===== src/hdl/fhss_ram.sv =====
module fhss_ram #(
   parameter int WIDTH = 8,
   parameter int DEPTH = 256
) (
   input  logic                     clock,
   input  logic                     we,
   input  logic [$clog2(DEPTH)-1:0] waddr,
   input  logic [WIDTH-1:0]         wdata,
   input  logic [$clog2(DEPTH)-1:0] raddr,
   output logic [WIDTH-1:0]         rdata
);

   logic [WIDTH-1:0] mem [DEPTH];
   logic [WIDTH-1:0] rdata_ff;

   always_ff @(posedge clock) begin
      if (we) begin
         mem[waddr] <= wdata;
      end
      rdata_ff <= mem[raddr];
   end

   assign rdata = rdata_ff;

endmodule


===== config.mk =====
export PLATFORM = sky130hd
export DESIGN_NAME = fhss_ram
export DESIGN_NICKNAME = d
export VERILOG_FILES = /design/src/hdl/fhss_ram.sv
export SDC_FILE = /design/constraint.sdc
export NUM_CORES = 2
export LEC_CHECK = 0
export BUFFER_PORTS_ARGS = -buffer_cell sky130_fd_sc_hd__buf_2
export CORE_MARGIN = 8
export CORE_UTILIZATION = 45
export DETAILED_ROUTE_END_ITERATION = 7
export PLACE_DENSITY_LB_ADDON = 0.3
export SYNTH_ARGS = -nofsm -noshare
export SYNTH_HDL_FRONTEND = slang
export SYNTH_SLANG_ARGS = --single-unit

===== constraint.sdc =====
create_clock -name clock -period 2.3 [get_ports clock]
set_input_delay 0.23 -clock clock [delete_from_list [all_inputs] [get_ports clock]]
set_output_delay 0.23 -clock clock [all_outputs]
set_load 0.01 [all_outputs]

==> flow_summary.yaml <==
timing:
  timing_hold_violations_final: 0
  timing_max_transition_violations_final: 0
  report.final.setup_viol: 0
  timing_worst_slew_pin_value_ns: 0.943
  fin_hold_ws_ns: 0.0643
  post-route-period-util_pct: 98.6
  fin_skew_ns: 0.0391
  grt_setup_unrepaired: "yes"
  maxSlewHeadroom_pct: 37.2
  tmin_final_ns: 2.27
  max_freq_mhz: 441
  final.setup.tns_ns: 0
final_layout:
  commonest_cells_after_routing_fill_and_taps_aside: "2048 x sky130_fd_sc_hd__edfxtp_1, 650 x sky130_fd_sc_hd__buf_4, 454 x sky130_fd_sc_hd__mux4_2"
  final_nets: 4509
  flow.area_growth_from_synthesis_pct: 19.1
  proportion_of_layout_cells_with_a_drive_suffix_above_1_pct: 33.5
  layout_commonest_cell: "sky130_fd_sc_hd__edfxtp_1"
detailed_routing:
  final_antenna_net_count: 1
  via_count: 41100
  routed_via_count_divided_by_cell_count: 5.88
  post_drt_wl_per_cell_um: 29.1
  drt-total-wl_um: 203000
  drt_iter0_drcs: 4969
  firstDrtPassIters: 6
  drc_viols: 0
pwr:
  p_sw_share_pct: 21.6
  pwr_density_cell_nw_per_um2: 822
  irDropWorstVdd_mv: 0.868
  leakagePower_nw: 30.8
  power.internal_mw: 61.1
  switchingPower_mw: 16.8
  power.combinational.fraction_pct: 5.7
  clkPwrFrac_pct: 41.2
  seq_power_share_pct: 53.1
grt:
  grt_pass1_vias: 41100
  global_route.usage.total_pct: 20.9
  pin_count_of_the_biggest_net_entering_global_routing: 109
  number_of_antenna_violations_at_the_first_check_in_global_routing: 13
  grt_first_pass_wirelength_um: 292000
  globalRouteOverflowTotal: 0
logic_synthesis:
  yosysWarningCount: 0
  net_count_of_the_mapped_netlist: 3759
  ys_seq_elements: 2056
  mappedNetlistArea_um2: 79600
  synth_edf_count: 2048
  post_synth_inst_count: 3733
  syn_area_per_cell_um2: 21.3
  synthDistinctLibCells: 55
  synthArstFlopShare_pct: 0
  synth_flop_cell: "sky130_fd_sc_hd__edfxtp_1"
  synth.yosys.seq_area_share_pct: 77.5
setup_path:
  critical_path.max_fanout: 1
  critPathArrivalTime_ns: 2.99
  worst_setup_path_end_kind: "register"
  critPathRequiredTime_ns: 3.02
  timing.critical_path.from_type: "register"
  critPathKind: "reg2reg"
clocking:
  cts_num_sinks: 2056
  cts-root-to-sink-buffers: 3
  cts-buffers-inserted: 203
  htreeDepth: 4
  clock_latency_ns: 0.84
  path_clk_slew_ns: 0.06
  cts_tree: "yes"
  cts_root_buf: "sky130_fd_sc_hd__clkbuf_16"
floorplanning:
  std_cell_rows: 154
  initial_core_utilization_pct: 45.2
  ioPinCount: 34
  die_w_um: 436
  core_area_um2: 176000
  chipHeight_um: 436
  dieArea_um2: 191000
worst_hold_path:
  min-delay-path-class: "in2reg"
outcome:
  failed_checks: "antenna violations"
  outcome: "complete, but fails checks"
placed_design:
  io_buffers: 33
  place.gp.congestion: 0.869
  detailed_place_hpwl_um: 135000
job:
  cap_violations: 0
[metal layers]
layer	global-route usage [%]	share of wire [%]	up-vias	wire, um
li1	-	-	17200	-
met1	30.3	41	21800	84300
met2	32.9	47	1881	96100
met3	3.72	8.4	274	17200
met4	6.00	2.9	0	5860
met5	0	0	-	0
[cells by family after synthesis]
kind of cell	synth area share, %
AO/OA/AOI/OAI	3.42
buffers and inverters	1.83
flip-flops	77.5
multiplexers	14.6
AND/OR/NAND/NOR	2.63
[power by group through the flow]
stage	clock [mW]	combinational, mW	sequential (mW)
finish	32.1	4.46	41.4
global route	33.9	4.67	41.4
CTS	32.6	4.45	41.4
detailed placement	0	4.39	42.2
global placement	0	4.34	42.2
floorplan	0	2.01	42.1
[critical path, cell delays in order, from the launching register on]
cell	delay (ns)
sky130_fd_sc_hd__edfxtp_1	0.35
sky130_fd_sc_hd__mux4_2	0.50
sky130_fd_sc_hd__a22oi_1	0.37
sky130_fd_sc_hd__a21oi_1	0.31
sky130_fd_sc_hd__nor4_4	0.39
sky130_fd_sc_hd__buf_4	0.19
sky130_fd_sc_hd__nor4_1	0.04
[final timing paths]
| kind | to | cells after the start | slack (ns) | from |
|---|---|---|---|---|
| worst max-delay path | rdata[4] | 6 | 0.03 | mem[27][4] |
| worst min register to register | rdata[5] | 5 | 1.05 | mem[147][5] |
| worst min-delay path | mem[115][6] | 4 | 0.06 | waddr[4] |
| worst max register to register | rdata[4] | 6 | 0.03 | mem[27][4] |
[layout make-up]
| cell class | count | area, um^2 |
|---|---|---|
| antenna | 5 | 12.5 |
| clock buffer | 255 | 5350 |
| clock inverter | 121 | 1110 |
| fill | 13400 | 81100 |
| inverter | 2 | 7.51 |
| multi-input combinational | 1442 | 16700 |
| sequential | 2056 | 61700 |
| tap | 2340 | 2930 |
| timing repair buffer | 778 | 7000 |
[cell usage after synthesis (all sizes together), types with 27 or more instances]
library cell  count  area (um^2)
edfxtp         2048        61500
mux4            456        10300
nor2            282         1060
mux2i           134         1340
a22oi           133          998
buf             122         1030
clkbuf          111          417
a21oi            96          480
o221ai           47          418
nand3            34          170
nand2            33          124
nor2b            31          194
o22ai            28          175
nor4             27          188
[state kept, by name (all words and copies together), names as in the netlist]
| name | flops |
|---|---|
| mem | 2048 |
| rdata | 8 |
[repair_timing]
item                                    in CTS  in global routing
gates cloned                                 0                  0
setup buffers                                0                  0
resized for setup                           23                 14
endpoints found under the hold margin      597                  0
pin swaps                                    1                  4
hold buffers                                 8                  0
endpoints found under the setup margin       7                  7
[per-stage QoR]
| stage | area [um^2] | utilization (%) | setup slack, ns | power (mW) | std cells |
|---|---|---|---|---|---|
| 4_1_cts | 94700 | 53.8 | 0.000412 | 78.4 | 6994 |
| 3_5_place_dp | 88000 | 50.0 | -1.32 | 46.6 | 6610 |
| 6_report | 94800 | 53.9 | 0.0333 | 77.9 | 6999 |
| 2_1_floorplan | 79600 | - | 0.132 | 44.1 | 3733 |
| 3_3_place_gp | 88000 | 50.0 | -1.32 | 46.5 | 6610 |
| 5_1_grt | 94800 | 53.9 | -0.0461 | 80.0 | 6994 |
(Power assumes the default switching activity.)
