<file path="config.mk">
export PLATFORM = sky130hd
export DESIGN_NAME = fhss_div
export DESIGN_NICKNAME = d
export VERILOG_FILES = /design/src/hdl/fhss_div.sv
export SDC_FILE = /design/constraint.sdc
export NUM_CORES = 1
export LEC_CHECK = 0
export BUFFER_PORTS_ARGS = -buffer_cell sky130_fd_sc_hd__clkbuf_2
export CAP_MARGIN = 20
export CORE_MARGIN = 3
export CORE_UTILIZATION = 32
export CTS_CLUSTER_DIAMETER = 120
export DETAILED_ROUTE_END_ITERATION = 16
export PLACE_DENSITY = 0.53
export SKIP_CTS_REPAIR_TIMING = 1
export SYNTH_ARGS = -nofsm -noshare
export SYNTH_HDL_FRONTEND = slang
export SYNTH_SLANG_ARGS = --single-unit
</file>
<file path="constraint.sdc">
create_clock -name clock -period 2.8 [get_ports clock]
set_input_delay 0.56 -clock clock [delete_from_list [all_inputs] [get_ports clock]]
set_output_delay 0.56 -clock clock [all_outputs]
set_load 0.01 [all_outputs]
</file>
<file path="src/hdl/fhss_div.sv">
module fhss_div #(
   parameter int DW = 40,
   parameter int VW = 16
) (
   input  logic          clock,
   input  logic          reset,
   input  logic          start,
   input  logic [DW-1:0] dividend,
   input  logic [VW-1:0] divisor,
   output logic          done,
   output logic [DW-1:0] quotient,
   output logic [VW-1:0] remainder
);

   localparam int CW = $clog2(DW + 1);

   logic [VW-1:0] rem_ff, rem_in;
   logic [DW-1:0] quo_ff, quo_in;
   logic [VW-1:0] div_ff, div_in;
   logic [CW-1:0] cnt_ff, cnt_in;
   logic          run_ff, run_in;
   logic          done_ff, done_in;
   logic [VW:0]   trial;

   always_comb begin
      rem_in = rem_ff;
      quo_in = quo_ff;
      div_in = div_ff;
      cnt_in = cnt_ff;
      run_in = run_ff;
      done_in = 1'b0;
      trial = {rem_ff, quo_ff[DW-1]};
      if (start) begin
         rem_in = '0;
         quo_in = dividend;
         div_in = divisor;
         cnt_in = CW'(DW);
         run_in = 1'b1;
      end else if (run_ff) begin
         if (trial >= {1'b0, div_ff}) begin
            rem_in = VW'(trial - {1'b0, div_ff});
            quo_in = {quo_ff[DW-2:0], 1'b1};
         end else begin
            rem_in = trial[VW-1:0];
            quo_in = {quo_ff[DW-2:0], 1'b0};
         end
         cnt_in = cnt_ff - 1'b1;
         if (cnt_ff == CW'(1)) begin
            run_in = 1'b0;
            done_in = 1'b1;
         end
      end
   end

   always_ff @(posedge clock) begin
      if (reset) begin
         run_ff <= 1'b0;
         done_ff <= 1'b0;
         cnt_ff <= '0;
      end else begin
         run_ff <= run_in;
         done_ff <= done_in;
         cnt_ff <= cnt_in;
      end
      rem_ff <= rem_in;
      quo_ff <= quo_in;
      div_ff <= div_in;
   end

   assign done = done_ff;
   assign quotient = quo_ff;
   assign remainder = rem_ff;

endmodule
</file>
==> metrics.yaml <==
yosys:
  synth_mux_area_share_pct: 13.2
  synth_area_leaders: "edfxtp_1, dfxtp_1, mux2_2"
  synthSimpleGateAreaFrac_pct: 9.61
  yosys_warnings: 0
  yosys.area.top_type_share_pct: 41.1
  avgSynthCellArea_um2: 11.7
  synth_cell_types: 48
  async_flop_share_pct: 0
  synth-adder-area-share_pct: 6.00
  yosysSeqAreaShare_pct: 52.9
  synth_area_leader_cell: "edfxtp_1"
  syn_nets: 426
  synth-edff-count: 56
  synth-seq-cells: 80
  post_synth_xor_area_fraction_pct: 3.64
  synth_flop_cell: "edfxtp_1"
  syn_area_um2: 4090
  synthCells: 348
  synth_top_family_by_area: "multiplexers"
  synth_compound_area_share_pct: 10.6
worst_setup_path:
  end_kind: "flip-flop"
  critPathKind: "flip-flop to flip-flop"
  rr_startpoint: "remainder[5]$_SDFFE_PP0P_"
  reg2reg_slack_ns: 0.28
  r2r-end: "remainder[1]$_SDFFE_PP0P_"
  cp.arrival_ns: 2.78
  cp_max_fo: 20
  start_kind: "flip-flop"
  reg2reg_depth: 8
  required_ns: 3.07
route:
  viasPerCell: 4.66
  vias: 2951
  dr.pass1.iters: 4
  drt_iter0_drc: 138
  post_drt_wl_per_cell_um: 14.1
  ant_nets: 0
  totalWireLength_mm: 8.94
  drcViolationCount: 0
placement:
  dpl-instance-area_um2: 4830
  portBuffers: 115
  pre_cts_ws_ns: 0.298
  gp_congestion: 0.852
  dp.final_hpwl_mm: 6.44
floorplanning:
  ioPinCount: 116
  start_util_pct: 33.3
  die_w_um: 119
  dieArea_um2: 14200
  core.rowCount: 40
  design.core.area_um2: 12300
  die_h_um: 119
global_route:
  grt_use_total_pct: 13.2
  first_global_vias: 2966
  met2_usage_pct: 18.9
  grt.busiest_layer: "met2"
  overflow: 0
  grt_antenna_before_repair: 0
  grt.met1_usage_pct: 17.9
  grt_pass1_wl_mm: 14.9
  use_met3_pct: 4.99
  grt_max_degree: 86
sta:
  post-route-period-util_pct: 89.9
  tightest_slew_ns: 0.940
  relSlewSlack_pct: 37.4
  rsz0062_at_grt: "no"
  finalClockSkew_ns: 0.00587
  setup_tns_ns: 0
  setup_viol: 0
  final.setup.worst_slack_ns: 0.284
  maxSlewViolCount: 0
  hold_violations: 0
  fmax_ghz: 0.397
  fin_crit_ns: 2.52
finish:
  n_antenna_cell: 0
  fin_nets: 538
  layout-drive-gt1-share_pct: 38.3
  layout_common_cells: "clkbuf_2, edfxtp_1, mux2_2, nor2_1"
  final_common_cell: "clkbuf_2"
  fillers: 1187
  syn_to_final_growth_pct: 24.7
  finalInstanceArea_um2: 5100
hold_path:
  min_from: "divisor[2]"
  hold_path.class: "input pin to flip-flop"
  min_to: "div_ff[2]$_DFFE_PP_"
  hold_depth: 1
clocking:
  clk_transition_reported_paths_ns: 0.06
  cts_num_sinks: 80
  htreeDepth: 3
  cts-root-buf: "clkbuf_16"
  cts_buffers: 9
  cts_max_path_buffers: 2
  cts_tree: "yes"
  clk_latency_ns: 0.34
pwr:
  p_leak_uw: 0.00220
  powerDensity_nw_per_um2: 635
  ir_worst_vdd_mv: 0.301
run_status:
  status: "complete, no violations"
run:
  maxCapViolCount: 0
## logic make-up after synthesis
logic type / count (synthesis)
xor gates and xnor gates: 17
DFF: 80
AOI/OAI and AO/OA: 61
muxes: 49
adders and majority gates: 19
buffers and inverters: 40
and+or+nand+nor: 82
## through the flow
step | utilization [%] | hold slack, ns | std cells | power [uW]
global route | 41.6 | 0.380 | 633 | 3430
detailed placement | 39.4 | 0.502 | 617 | 2180
floorplan | - | 0.469 | 348 | 1960
CTS | 41.6 | 0.374 | 633 | 3290
global placement | 39.4 | 0.490 | 617 | 2180
finish | 41.6 | 0.393 | 633 | 3240
## sequential cells by signal, summed over array words and instances (netlist names)
register	cells
remainder	16
done	1
cnt_ff	6
quotient	40
div_ff	16
run_ff	1
## area by class of cell
type	count	area [um2]	share of cell area (%)
Inverter	24	90.1	1.77
Clock inverter	7	46.3	0.908
Timing Repair Buffer	117	606	11.9
Clock buffer	9	225	4.42
Tap cell	168	210	4.12
Sequential cell	80	2160	42.4
Multi-Input combinational cell	228	1760	34.5
## how the worst max path moves through the flow
stage	start	end	slack [ns]	depth (start not counted)
after floorplan	remainder[3]$_SDFFE_PP0P_	remainder[1]$_SDFFE_PP0P_	0.50	9
after global placement	quotient[39]$_DFFE_PP_	remainder[14]$_SDFFE_PP0P_	0.26	10
after detailed placement	quotient[39]$_DFFE_PP_	remainder[14]$_SDFFE_PP0P_	0.30	10
after CTS	quotient[39]$_DFFE_PP_	remainder[14]$_SDFFE_PP0P_	0.28	10
after global routing	quotient[39]$_DFFE_PP_	remainder[14]$_SDFFE_PP0P_	0.08	10
final	remainder[5]$_SDFFE_PP0P_	remainder[1]$_SDFFE_PP0P_	0.28	8
## critical path: stages, from the launching register on
cell and delay [ns]:
dfxtp_1 0.34, ha_1 0.38, a21oi_1 0.21, o21ai_0 0.17, and2b_1 0.23, o31ai_4 0.27
and2_4 0.36, mux2_2 0.37, o22ai_1 0.11
## where the power goes
| part | switching (uW) | total (uW) | internal (uW) |
|---|---|---|---|
| sequential | 72.9 | 1470 | 1400 |
| clock | 482 | 1080 | 600 |
| combinational | 369 | 682 | 313 |
| total | 924 | 3240 | 2310 |
## layer usage
| layer | share of wire, % | wire length (um) | vias up |
|---|---|---|---|
| met5 | 0 | 0 | - |
| met4 | 1.5 | 138 | 0 |
| met3 | 7.5 | 670 | 11 |
| met2 | 43 | 3880 | 89 |
| met1 | 48 | 4250 | 1353 |
| li1 | - | - | 1498 |
## cell usage after synthesis, drive strengths merged, types with 4 or more instances
library cell,instances
edfxtp,56
mux2,40
nor2,32
dfxtp,24
inv,24
ha,18
a21oi,17
nand2,17
clkbuf,12
a211oi,11
o21ai,10
xnor2,10
mux2i,9
xor2,7
nor3,6
nor3b,5
a21o,4
buf,4
Note: power is estimated with default switching activity, not from simulation.
